==> src/hw/rtl/wma_pkg.sv <==
package wma_pkg;

   localparam int DEPTH_DEFAULT        = 16;
   localparam int SAMPLE_WIDTH_DEFAULT = 16;
   localparam int WINDOW_WIDTH         = 5;

   typedef enum logic [2:0] {
      ST_IDLE,
      ST_UPDATE,
      ST_START,
      ST_DIVIDE,
      ST_FINISH
   } wma_state_type;

endpackage

==> src/hw/rtl/wma_div.sv <==
module wma_div #(
   parameter int SUM_W = 21,
   parameter int WIN_W = 5
) (
   input  logic             clock,
   input  logic             reset,
   input  logic             start,
   input  logic [SUM_W-1:0] dividend,
   input  logic [WIN_W-1:0] divisor,
   output logic             done,
   output logic [SUM_W-1:0] quotient
);

   localparam int CNT_W = $clog2(SUM_W);

   logic             busy_ff, busy_in;
   logic             done_ff, done_in;
   logic [CNT_W-1:0] cnt_ff, cnt_in;
   logic [SUM_W-1:0] num_ff, num_in;
   logic [WIN_W-1:0] rem_ff, rem_in;
   logic [WIN_W-1:0] den_ff, den_in;
   logic [WIN_W:0]   trial;
   logic [WIN_W:0]   diff;
   logic             ge;

   // one quotient bit a cycle, the dividend shifts out as the quotient shifts in
   always_comb begin
      trial   = {rem_ff, num_ff[SUM_W-1]};
      diff    = trial - {1'b0, den_ff};
      ge      = trial >= {1'b0, den_ff};
      busy_in = busy_ff;
      done_in = 1'b0;
      cnt_in  = cnt_ff;
      num_in  = num_ff;
      rem_in  = rem_ff;
      den_in  = den_ff;
      if (start) begin
         busy_in = 1'b1;
         cnt_in  = CNT_W'(SUM_W - 1);
         num_in  = dividend;
         rem_in  = '0;
         den_in  = divisor;
      end else if (busy_ff) begin
         num_in = {num_ff[SUM_W-2:0], ge};
         rem_in = ge ? diff[WIN_W-1:0] : trial[WIN_W-1:0];
         cnt_in = cnt_ff - 1'b1;
         if (cnt_ff == '0) begin
            busy_in = 1'b0;
            done_in = 1'b1;
         end
      end
   end

   always_ff @(posedge clock) begin
      if (reset) begin
         busy_ff <= 1'b0;
         done_ff <= 1'b0;
         cnt_ff  <= '0;
      end else begin
         busy_ff <= busy_in;
         done_ff <= done_in;
         cnt_ff  <= cnt_in;
      end
   end

   always_ff @(posedge clock) begin
      num_ff <= num_in;
      rem_ff <= rem_in;
      den_ff <= den_in;
   end

   assign done     = done_ff;
   assign quotient = num_ff;

endmodule

==> src/hw/rtl/windowed_moving_average.sv <==
// a request steps through update, divider start, divide and finish before rsp_valid is set;
//    one request is in work at a time: req_ready stays low until its result is registered;
//    the radix-2 divider produces one quotient bit a cycle from the running sum and the fill count
// reset: synchronous, clears sum, count, index and any pending result; window back to DEPTH
// a window write restarts averaging; the ring is not swept, stale entries are never read
module windowed_moving_average #(
   parameter int DEPTH        = wma_pkg::DEPTH_DEFAULT,
   parameter int SAMPLE_WIDTH = wma_pkg::SAMPLE_WIDTH_DEFAULT
) (
   input  logic                                 clock,
   input  logic                                 reset,
   input  logic                                 req_valid,
   output logic                                 req_ready,
   input  logic signed [SAMPLE_WIDTH-1:0]       req_reading,
   output logic                                 rsp_valid,
   input  logic                                 rsp_ready,
   output logic signed [SAMPLE_WIDTH-1:0]       rsp_average,
   input  logic                                 csr_valid,
   output logic                                 csr_ready,
   input  logic [wma_pkg::WINDOW_WIDTH-1:0]     csr_window_size
);

   localparam int WIN_W = $clog2(DEPTH + 1);
   localparam int IDX_W = (DEPTH > 1) ? $clog2(DEPTH) : 1;
   localparam int SUM_W = SAMPLE_WIDTH + WIN_W;
   localparam int CMP_W = (WIN_W > wma_pkg::WINDOW_WIDTH) ? WIN_W : wma_pkg::WINDOW_WIDTH;

   wma_pkg::wma_state_type state_ff, state_in;

   logic [WIN_W-1:0]               win_ff, win_in;
   logic [IDX_W-1:0]               idx_ff, idx_in;
   logic [WIN_W-1:0]               count_ff, count_in;
   logic signed [SUM_W-1:0]        sum_ff, sum_in;
   logic                           rsp_valid_ff, rsp_valid_in;
   logic signed [SAMPLE_WIDTH-1:0] avg_ff, avg_in;
   logic signed [SAMPLE_WIDTH-1:0] sample_ff, sample_in;
   logic                           neg_ff, neg_in;
   logic signed [SAMPLE_WIDTH-1:0] old_ff;

   logic signed [SAMPLE_WIDTH-1:0] ring_mem [DEPTH];

   logic                           req_take;
   logic                           csr_take;
   logic                           full;
   logic                           mem_we;
   logic [CMP_W-1:0]               csr_ext;
   logic [WIN_W:0]                 idx_next;
   logic [SUM_W-1:0]               sum_mag;
   logic                           div_start;
   logic                           div_done;
   logic [SUM_W-1:0]               div_quot;
   logic [SAMPLE_WIDTH-1:0]        quot_low;

   // window writes only land between requests
   assign csr_ready = (state_ff == wma_pkg::ST_IDLE);
   assign req_ready = (state_ff == wma_pkg::ST_IDLE) && !csr_valid;
   assign req_take  = req_valid && req_ready;
   assign csr_take  = csr_valid && csr_ready;
   assign rsp_valid   = rsp_valid_ff;
   assign rsp_average = avg_ff;

   assign full     = count_ff >= win_ff;
   assign csr_ext  = CMP_W'(csr_window_size);
   assign idx_next = (WIN_W + 1)'(idx_ff) + 1'b1;
   assign sum_mag  = sum_ff[SUM_W-1] ? SUM_W'(-sum_ff) : SUM_W'(sum_ff);
   assign quot_low = div_quot[SAMPLE_WIDTH-1:0];

   always_comb begin
      state_in     = state_ff;
      win_in       = win_ff;
      idx_in       = idx_ff;
      count_in     = count_ff;
      sum_in       = sum_ff;
      rsp_valid_in = rsp_valid_ff;
      avg_in       = avg_ff;
      sample_in    = sample_ff;
      neg_in       = neg_ff;
      mem_we       = 1'b0;
      div_start    = 1'b0;

      if (rsp_valid_ff && rsp_ready) begin
         rsp_valid_in = 1'b0;
      end

      case (state_ff)
         wma_pkg::ST_IDLE: begin
            if (csr_take) begin
               if (csr_ext == '0 || csr_ext > CMP_W'(DEPTH)) begin
                  win_in = WIN_W'(DEPTH);
               end else begin
                  win_in = WIN_W'(csr_ext);
               end
               idx_in   = '0;
               count_in = '0;
               sum_in   = '0;
            end else if (req_take) begin
               // ring read at idx_ff lands in old_ff for the next cycle
               sample_in = req_reading;
               state_in  = wma_pkg::ST_UPDATE;
            end
         end
         wma_pkg::ST_UPDATE: begin
            mem_we = 1'b1;
            if (full) begin
               sum_in = sum_ff + SUM_W'(sample_ff) - SUM_W'(old_ff);
            end else begin
               sum_in   = sum_ff + SUM_W'(sample_ff);
               count_in = count_ff + 1'b1;
            end
            if (idx_next >= (WIN_W + 1)'(win_ff)) begin
               idx_in = '0;
            end else begin
               idx_in = idx_next[IDX_W-1:0];
            end
            state_in = wma_pkg::ST_START;
         end
         wma_pkg::ST_START: begin
            div_start = 1'b1;
            neg_in    = sum_ff[SUM_W-1];
            state_in  = wma_pkg::ST_DIVIDE;
         end
         wma_pkg::ST_DIVIDE: begin
            if (div_done) begin
               state_in = wma_pkg::ST_FINISH;
            end
         end
         wma_pkg::ST_FINISH: begin
            // hold the quotient until the output register is free
            if (!rsp_valid_ff || rsp_ready) begin
               avg_in       = neg_ff ? -quot_low : quot_low;
               rsp_valid_in = 1'b1;
               state_in     = wma_pkg::ST_IDLE;
            end
         end
         default: begin
            state_in = wma_pkg::ST_IDLE;
         end
      endcase
   end

   always_ff @(posedge clock) begin
      if (reset) begin
         state_ff     <= wma_pkg::ST_IDLE;
         win_ff       <= WIN_W'(DEPTH);
         idx_ff       <= '0;
         count_ff     <= '0;
         sum_ff       <= '0;
         rsp_valid_ff <= 1'b0;
      end else begin
         state_ff     <= state_in;
         win_ff       <= win_in;
         idx_ff       <= idx_in;
         count_ff     <= count_in;
         sum_ff       <= sum_in;
         rsp_valid_ff <= rsp_valid_in;
      end
   end

   always_ff @(posedge clock) begin
      avg_ff    <= avg_in;
      sample_ff <= sample_in;
      neg_ff    <= neg_in;
   end

   always_ff @(posedge clock) begin
      if (mem_we) begin
         ring_mem[idx_ff] <= sample_ff;
      end
      old_ff <= ring_mem[idx_ff];
   end

   wma_div #(
      .SUM_W (SUM_W),
      .WIN_W (WIN_W)
   ) u_div (
      .clock    (clock),
      .reset    (reset),
      .start    (div_start),
      .dividend (sum_mag),
      .divisor  (count_ff),
      .done     (div_done),
      .quotient (div_quot)
   );

endmodule

==> config.mk <==
export PLATFORM = sky130hd
export DESIGN_NAME = windowed_moving_average
export DESIGN_NICKNAME = d
export VERILOG_FILES = /design/src/hw/rtl/wma_pkg.sv /design/src/hw/rtl/wma_div.sv /design/src/hw/rtl/windowed_moving_average.sv
export SDC_FILE = /design/constraint.sdc
export NUM_CORES = 1
export LEC_CHECK = 0
export BUFFER_PORTS_ARGS = -buffer_cell sky130_fd_sc_hd__buf_2
export CORE_MARGIN = 5
export CORE_UTILIZATION = 56
export CTS_CLUSTER_DIAMETER = 50
export DETAILED_ROUTE_END_ITERATION = 7
export PLACE_DENSITY = 0.76
export SETUP_SLACK_MARGIN = 0.1
export SLEW_MARGIN = 25
export SYNTH_ARGS = -nofsm -noshare
export SYNTH_HDL_FRONTEND = slang
export SYNTH_SLANG_ARGS = --single-unit
==> constraint.sdc <==
create_clock -name clock -period 4.72 [get_ports clock]
set_input_delay 0 -clock clock [delete_from_list [all_inputs] [get_ports clock]]
set_output_delay 0 -clock clock [all_outputs]
set_load 0.02 [all_outputs]
==> impl_metrics.csv, run 1 <==
group,metric,value,unit
outcome,outcome,"completed",
detailed_routing,drtPass1Iterations,8,
worst_setup_path,crit_chain,"ha_1 -> fa_1 -> a21o_1 -> a31oi_4 -> o21ai_2 -> a221oi_4 -> o21bai_1 -> xor2_1 -> ha_4 -> a21oi_2 -> a21boi_0 -> a311o_1 -> o311ai_2 -> o21ai_1 -> xnor2_1 -> nor2_1 -> xnor3_1 -> a21oi_1 -> o22ai_1",
synthesis,synth-seq-cells,382,
synthesis,yosys_warnings,0,
place,dp_cells,1591,
worst_setup_path,crit_start,"sample_ff[0]",
detailed_routing,remaining_drc_errors,0,
floorplan,die_area,34000,sq um
final_layout,fillCellCount,2047,
clock_network,path_clk_slew,0.06,ns
worst_setup_path,reg2reg_to,"sum_ff[20]",
pwr,peakVddDrop,284,uV
clock_network,clock-sinks,382,
sta,post-route-min-period,4.45,ns
floorplan,die_h,184,um
floorplan,core-area,29900,sq um
global_routing,grt.total_usage,22.4,%
sta,report.final.slew_viol_count,0,
worst_setup_path,max_stage_delay,0.40,ns
detailed_routing,ant_nets,0,
worst_setup_path,slowest_stage,"fa_1",
clock_network,numCtsBuffers,41,
sta,slew_headroom,31.1,%
floorplan,die-width,184,um
worst_setup_path,cp-end-kind,"flop",
final_layout,drive_above_1_share,19.7,%
final_layout,final_cell_area,19600,sq um
worst_setup_path,startpoint_type,"flop",
clock_network,htreeDepth,2,
place,place.gp.congestion,0.894,
worst_hold_path,whs_path_depth,2,
clock_network,insertion_delay,0.55,ns
synthesis,synthesis.nets,1253,
final_layout,final_util,65.6,%
floorplan,ios,45,
place,place_area,17900,sq um
global_routing,grt_pass1_wl,58200,um
worst_setup_path,worstPathArrival,4.88,ns
final_layout,layout.nets,1370,
global_routing,overflow,0,
worst_hold_path,hold_class,"primary input to flop",
clock_network,clock_path_buffers,3,
worst_hold_path,min_from,"reset",
final_layout,diodes,0,
synthesis,synth-async-reset-ratio,0,%
clock_network,cts_tree,"built",
worst_setup_path,r2r-start,"sample_ff[0]",
sta,fin_skew,0.0222,ns
sta,final_hold_viol_count,0,
synthesis,synth_edf_count,315,
sta,finalSetupTns,0,ns
worst_setup_path,critPathKind,"flop to flop",
pwr,leakagePower,6.93,nW
sta,fin_crit_sh,94.3,%
sta,max_freq,0.225,GHz
sta,grt_setup_unrepaired,"false",
global_routing,antenna_found_initial,0,
synthesis,synth-main-ff-cell,"edfxtp_1",
detailed_routing,drtIter0Drc,872,
synthesis,ys_seq_area_share,63.4,%
place,hpwl,23500,um
synthesis,netlist_area,17000,sq um
worst_setup_path,critPathMaxFanout,6,
detailed_routing,num_vias,10200,
clock_network,cts-root-buf,"clkbuf_16",
detailed_routing,routed_wirelength,37400,um
final_layout,fin_cells,1699,
global_routing,grt_pass1_vias,10300,
place,port_buffers,44,
sta,worstMarginPinSlew,1.03,ns
synthesis,synth_cell_type_count,64,
synthesis,syn_area_per_cell,14.7,sq um
floorplan,initial_core_util,57.0,%
pwr,p_per_area,436,nW/um^2
detailed_routing,vias_per_cell,6.00,
sta,setup_viol,0,
synthesis,postSynthCellCount,1159,
worst_setup_path,cp.required,5.15,ns
worst_hold_path,holdPathEnd,"state_ff[2]",
worst_setup_path,worst-r2r-cell-count,19,
final_layout,syn_to_final_growth,15.0,%
worst_setup_path,reg2reg_slack,0.27,ns
detailed_routing,routedWlPerCell,22.0,um
job,maxCapViolations,0,
floorplan,num_rows,63,
global_routing,grt_max_degree,56,
state kept, by name, indices dropped and copies added, names as in the netlist:
name and cells:
count_ff 5, old_ff 16, sample_ff 16, idx_ff 4
u_div.done 1, win_ff 5, u_div.quotient 21, neg_ff 1
u_div.den_ff 5, sum_ff 21, u_div.busy_ff 1, ring_mem 256
state_ff 3, u_div.rem_ff 5, u_div.cnt_ff 5, rsp_valid 1
rsp_average 16
per-layer routing:
metal  wire [um]  vias to the layer above  part of all wire [%]  track usage [%]
met5           0                        -                     0                0
met4         904                        0                   2.4             6.09
met3        2830                       71                   7.6             4.78
met2       18700                      362                    50             38.1
met1       15000                     5054                    40             29.5
li1            -                     4707                     -                -
where the power goes:
part | internal [mW] | switching, mW | leakage (nW)
Clock | 1.79 | 1.36 | 0.639
Sequential | 3.80 | 0.140 | 3.40
Combinational | 0.644 | 0.797 | 2.89
area by class of cell:
cell class,count,area [sq um],share of cell area (%)
Sequential cell,382,10800,55.1
Multi-Input combinational cell,687,5960,30.4
Clock buffer,48,1080,5.53
Timing Repair Buffer,116,823,4.20
Tap cell,390,488,2.49
Clock inverter,28,262,1.33
Inverter,48,180,0.919
synth_stat cells (all sizes together), types with 6 or more instances:
cell	number	share of area, %
nand2b	15	0.55
xnor2	37	1.9
nor3	26	0.79
edfxtp	315	56
nor2b	11	0.40
ha	65	4.8
or3	6	0.25
a21oi	64	1.9
or4	6	0.29
nor4	7	0.29
a31oi	7	0.26
dfxtp	67	7.9
nand3	12	0.35
a21o	16	0.71
o31ai	12	0.53
nor2	66	1.5
buf	8	0.20
inv	48	1.1
o21ai	59	1.8
a22oi	10	0.44
xor2	39	2.0
clkbuf	34	0.75
mux4	80	11
nand2	84	1.9
placed cells by master, fill, tap and decap left out, types with 6 or more instances in the layout:
master	count
a21o_1	15
a21oi_1	62
a22oi_1	10
buf_2	44
buf_4	47
clkbuf_16	42
clkinvlp_4	7
dfxtp_1	65
dlygate4sd3_1	25
edfxtp_1	315
ha_1	64
inv_1	48
mux4_2	80
nand2_1	84
nand2b_1	15
nand3_1	12
nor2_1	66
nor2b_1	11
nor3_1	21
nor4_1	6
o21ai_0	54
o31ai_1	12
xnor2_1	37
xor2_1	39
how the worst max path moves through the flow:
stage / endpoint / slack, ns
global route: sum_ff[20] / 0.06
CTS: sum_ff[20] / 0.14
finish: sum_ff[20] / 0.27
detailed placement: sum_ff[20] / 0.12
global placement: sum_ff[20] / 0.19
floorplan: sum_ff[20] / 0.28
critical path: cells and delay by family (launching register included):
kind | cells | cell delay, ns
xor gates and xnor gates | 3 | 0.69
adders and majority gates | 3 | 0.90
and+or+nand+nor | 1 | 0.13
DFF | 1 | 0.39
AOI/OAI and AO/OA | 12 | 2.19
metrics by stage:
step	hold WS, ns	worst slack (ns)	power (mW)
finish	0.0320	0.268	8.54
global route	0.0577	0.0557	8.94
CTS	0.0169	0.136	8.56
detailed placement	0.178	0.119	5.40
global placement	0.176	0.194	5.36
floorplan	0.0840	0.279	5.07
cells by family (layout without fill, tap and decap cells):
| group | after synthesis | count (layout) | synth area share (%) |
|---|---|---|---|
| muxes | 82 | 82 | 10.7 |
| buffers and inverters | 90 | 240 | 2.00 |
| AOI/OAI and AO/OA | 207 | 207 | 7.73 |
| and+or+nand+nor | 253 | 253 | 7.04 |
| DFF | 382 | 382 | 63.4 |
| xor gates and xnor gates | 77 | 77 | 4.04 |
| adders and majority gates | 68 | 68 | 5.12 |
what timing repair did:
action	in CTS	in global routing
endpoints found under the setup margin	1	3
hold buffers	25	0
gates resized for setup	0	6
gates cloned	0	0
pin swaps	0	5
setup buffers	1	6
hold endpoints to repair	27	0
No activity file was read; power rests on OpenSTA's default activity.
==> run 2, diff against run 1 <==
Settings changed: ABC_AREA set to 1, CORE_UTILIZATION 56 to 57, PLACE_DENSITY 0.76 to 0.77.
==> run 2 against run 1 <==
Compared with the run above:
- clock skew increased by 0.014 ns
- cell count rose by 40%
- total power is 56% higher
- non-clock buffer count shrank 9
- via count rose by 37%
- final area is 6.4% higher
- core utilization rose by 0.50 points
- die area increased by 4.9%
- count of clock-buffer cells in the layout up 8
- largest cell class unchanged
- largest power group is now combinational logic
==> impl_metrics.csv, run 2 <==
group,metric,value,unit
outcome,outcome,"completed",
global_routing,grt_pass1_vias,13500,
synthesis,synth_top_area_share,51.8,%
worst_setup_path,path_common_cell,"nand3_1",
clock_network,clock_path_buffers,3,
synthesis,synth-xor-area-share,2.30,%
detailed_routing,ant_nets,0,
sta,fin_skew,0.0362,ns
worst_hold_path,min_from,"req_reading[3]",
detailed_routing,drtIter0Drc,1208,
worst_setup_path,cp.required,5.11,ns
synthesis,synth_edf_count,315,
synthesis,ys_seq_area_share,59.2,%
worst_setup_path,critPathKind,"flop to flop",
floorplan,die-width,189,um
clock_network,clock-sinks,382,
clock_network,numCtsBuffers,45,
worst_setup_path,worst-r2r-cell-count,19,
pwr,total_power,13.3,mW
final_layout,final_common_cell,"nand2_1",
place,dp_cells,2267,
detailed_routing,num_vias,13900,
sta,finalSetupTns,0,ns
place,port_buffers,44,
synthesis,synth.most_common_cell,"nand2_1",
place,place.gp.congestion,0.987,
floorplan,die_h,189,um
worst_hold_path,holdPathEnd,"sample_ff[3]",
detailed_routing,drtPass1Iterations,5,
synthesis,synthesis.nets,1951,
global_routing,grt.total_usage,26.7,%
synthesis,synth-seq-cells,382,
final_layout,layout.nets,2039,
global_routing,antenna_found_initial,0,
synthesis,synth-async-reset-ratio,0,%
worst_setup_path,critPathMaxFanout,17,
synthesis,yosys_warnings,0,
worst_setup_path,reg2reg_slack,0.65,ns
worst_setup_path,r2r-start,"sample_ff[2]",
worst_setup_path,startpoint_type,"flop",
final_layout,largest_reg_flops,256,
final_layout,fin_cells,2383,
detailed_routing,routed_wirelength,48200,um
detailed_routing,vias_per_cell,5.85,
worst_setup_path,max_stage_delay,0.71,ns
synthesis,synthTopCellsByArea,"edfxtp_1 (52%), dfxtp_1 (7.3%), nand2_1 (7.0%)",
synthesis,netlist_area,18300,sq um
worst_setup_path,crit_start,"sample_ff[2]",
worst_hold_path,hold_class,"primary input to flop",
sta,fin_crit_sh,86.3,%
sta,setup_viol,0,
synthesis,postSynthCellCount,1857,
clock_network,cts-root-buf,"clkbuf_16",
place,hpwl,31500,um
sta,final_hold_viol_count,0,
floorplan,core-area,31600,sq um
final_layout,largest_register,"ring_mem",
final_layout,drive_above_1_share,9.69,%
floorplan,num_rows,65,
floorplan,die_area,35700,sq um
clock_network,path_clk_slew,0.06,ns
sta,report.final.slew_viol_count,0,
detailed_routing,remaining_drc_errors,0,
synthesis,muxShareOfSynthArea,0,%
global_routing,grt_max_degree,118,
final_layout,final_cell_mix,"nand2_1 (340), edfxtp_1 (315), nor2_1 (211)",
sta,hold_ws,0.137,ns
worst_setup_path,slowest_stage,"edfxtp_1",
floorplan,ios,45,
pwr,p_per_area,639,nW/um^2
pwr,peakVddDrop,350,uV
synthesis,synth-main-ff-cell,"edfxtp_1",
synthesis,synth_simple_gate_area_share,17.1,%
clock_network,htreeDepth,2,
global_routing,grt_pass1_wl,74600,um
worst_setup_path,worstPathArrival,4.47,ns
worst_setup_path,cp-end-kind,"flop",
clock_network,cts_tree,"built",
job,maxCapViolations,0,
pwr,leakagePower,8.15,nW
sta,post-route-min-period,4.07,ns
final_layout,diodes,0,
synthesis,synth_top_family_by_area,"simple AND/OR/NAND/NOR gates",
synthesis,synth_fa_ha_area_share,4.79,%
clock_network,insertion_delay,0.58,ns
floorplan,initial_core_util,57.8,%
detailed_routing,routedWlPerCell,20.2,um
worst_hold_path,whs_path_depth,2,
synthesis,synth_common_cells,"nand2_1 (340), edfxtp_1 (315), nor2_1 (227)",
final_layout,syn_to_final_growth,14.3,%
synthesis,synth_compound_area_share,11.6,%
synthesis,synth_top_cell_by_area,"edfxtp_1",
global_routing,overflow,0,
synthesis,synth_cell_type_count,47,
worst_setup_path,crit_chain,"ha_1 -> a21oi_1 -> nand2_1 -> a21boi_1 -> o21ai_1 -> xnor2_1 -> inv_1 -> ha_1 -> nand2_1 -> inv_1 -> nand2_1 -> nor2_1 -> nand2_1 -> nand3_1 -> nand3_1 -> nand3_1 -> nand3_1 -> nand3_1 -> a21oi_1",
sta,worstMarginPinSlew,0.904,ns
sta,max_freq,0.245,GHz
worst_setup_path,reg2reg_to,"sum_ff[16]",
sta,slew_headroom,39.7,%
sta,grt_setup_unrepaired,"false",
synthesis,syn_area_per_cell,9.83,sq um
[run 2: changes by cell type in the layout (fill, tap and decap cells not counted), moves of 67 or more]
cell / previous run / this run
o22ai_1: 1 / 68
nand3_1: 12 / 83
o21ai_0: 54 / 188
mux4_2: 80 / 0
nor2_1: 66 / 211
inv_1: 48 / 160
nand2_1: 84 / 340
[run 2: how the worst max path moves through the flow]
stage | to | slack, ns | cells past startpoint
finish | sum_ff[16] | 0.65 | 19
floorplan | sum_ff[20] | 1.57 | 24
CTS | sum_ff[16] | 0.70 | 24
global placement | sum_ff[16] | 0.84 | 24
detailed placement | sum_ff[16] | 0.77 | 24
global route | sum_ff[16] | 0.32 | 24
[run 2: cell type report]
cell class	instances	area, sq um
clock inverters	27	353
repair buffers	107	783
fillers	2373	10700
inverters	170	639
well taps	402	503
multi-input cells	1239	6590
clock buffers	56	1190
flip-flops and latches	382	10800
[run 2: repair_timing]
item	in CTS	in global routing
hold buffers	33	0
hold endpoints to repair	30	0
gates resized for setup	0	0
setup buffers	0	0
[run 2: logic make-up (layout without fill, tap and decap cells)]
logic type | Yosys count | in the layout
flip-flops | 382 | 382
adder cells (fa/ha/maj) | 68 | 68
buffers and inverters | 236 | 360
AO/OA/AOI/OAI | 390 | 390
XOR/XNOR | 48 | 48
AND/OR/NAND/NOR | 733 | 733
[run 2: metrics by stage]
step                      instance area, sq um  utilization (%)  setup slack [ns]
after floorplan                          18300                -              1.57
after global placement                   19000             60.2             0.838
after detailed placement                 19000             60.2             0.767
after CTS                                20900             66.1             0.696
after global routing                     20900             66.1             0.321
final                                    20900             66.1             0.645
[run 2: power breakdown]
part / switching [mW] / internal [mW] / leakage (nW) / total, mW
registers: 0.414 / 4.18 / 3.40 / 4.59
clock network: 1.44 / 2.06 / 0.744 / 3.50
logic: 3.52 / 1.73 / 4.01 / 5.25
[run 2: routing by layer]
metal	GRT usage [%]	part of all wire (%)	routed length, um	vias up
met5	0	0	0	-
met2	45.8	49	23500	623
met1	35.6	41	19600	6569
li1	-	-	-	6637
met4	8.13	2.9	1390	0
met3	3.76	7.7	3730	106
[run 2: worst max-delay path: cells and delay by family (launching register included)]
| kind | cells | cell delay (ns) |
|---|---|---|
| buffers and inverters | 2 | 0.17 |
| flip-flops | 1 | 0.71 |
| AND/OR/NAND/NOR | 10 | 1.17 |
| adder cells (fa/ha/maj) | 2 | 0.74 |
| AO/OA/AOI/OAI | 4 | 0.73 |
| XOR/XNOR | 1 | 0.37 |
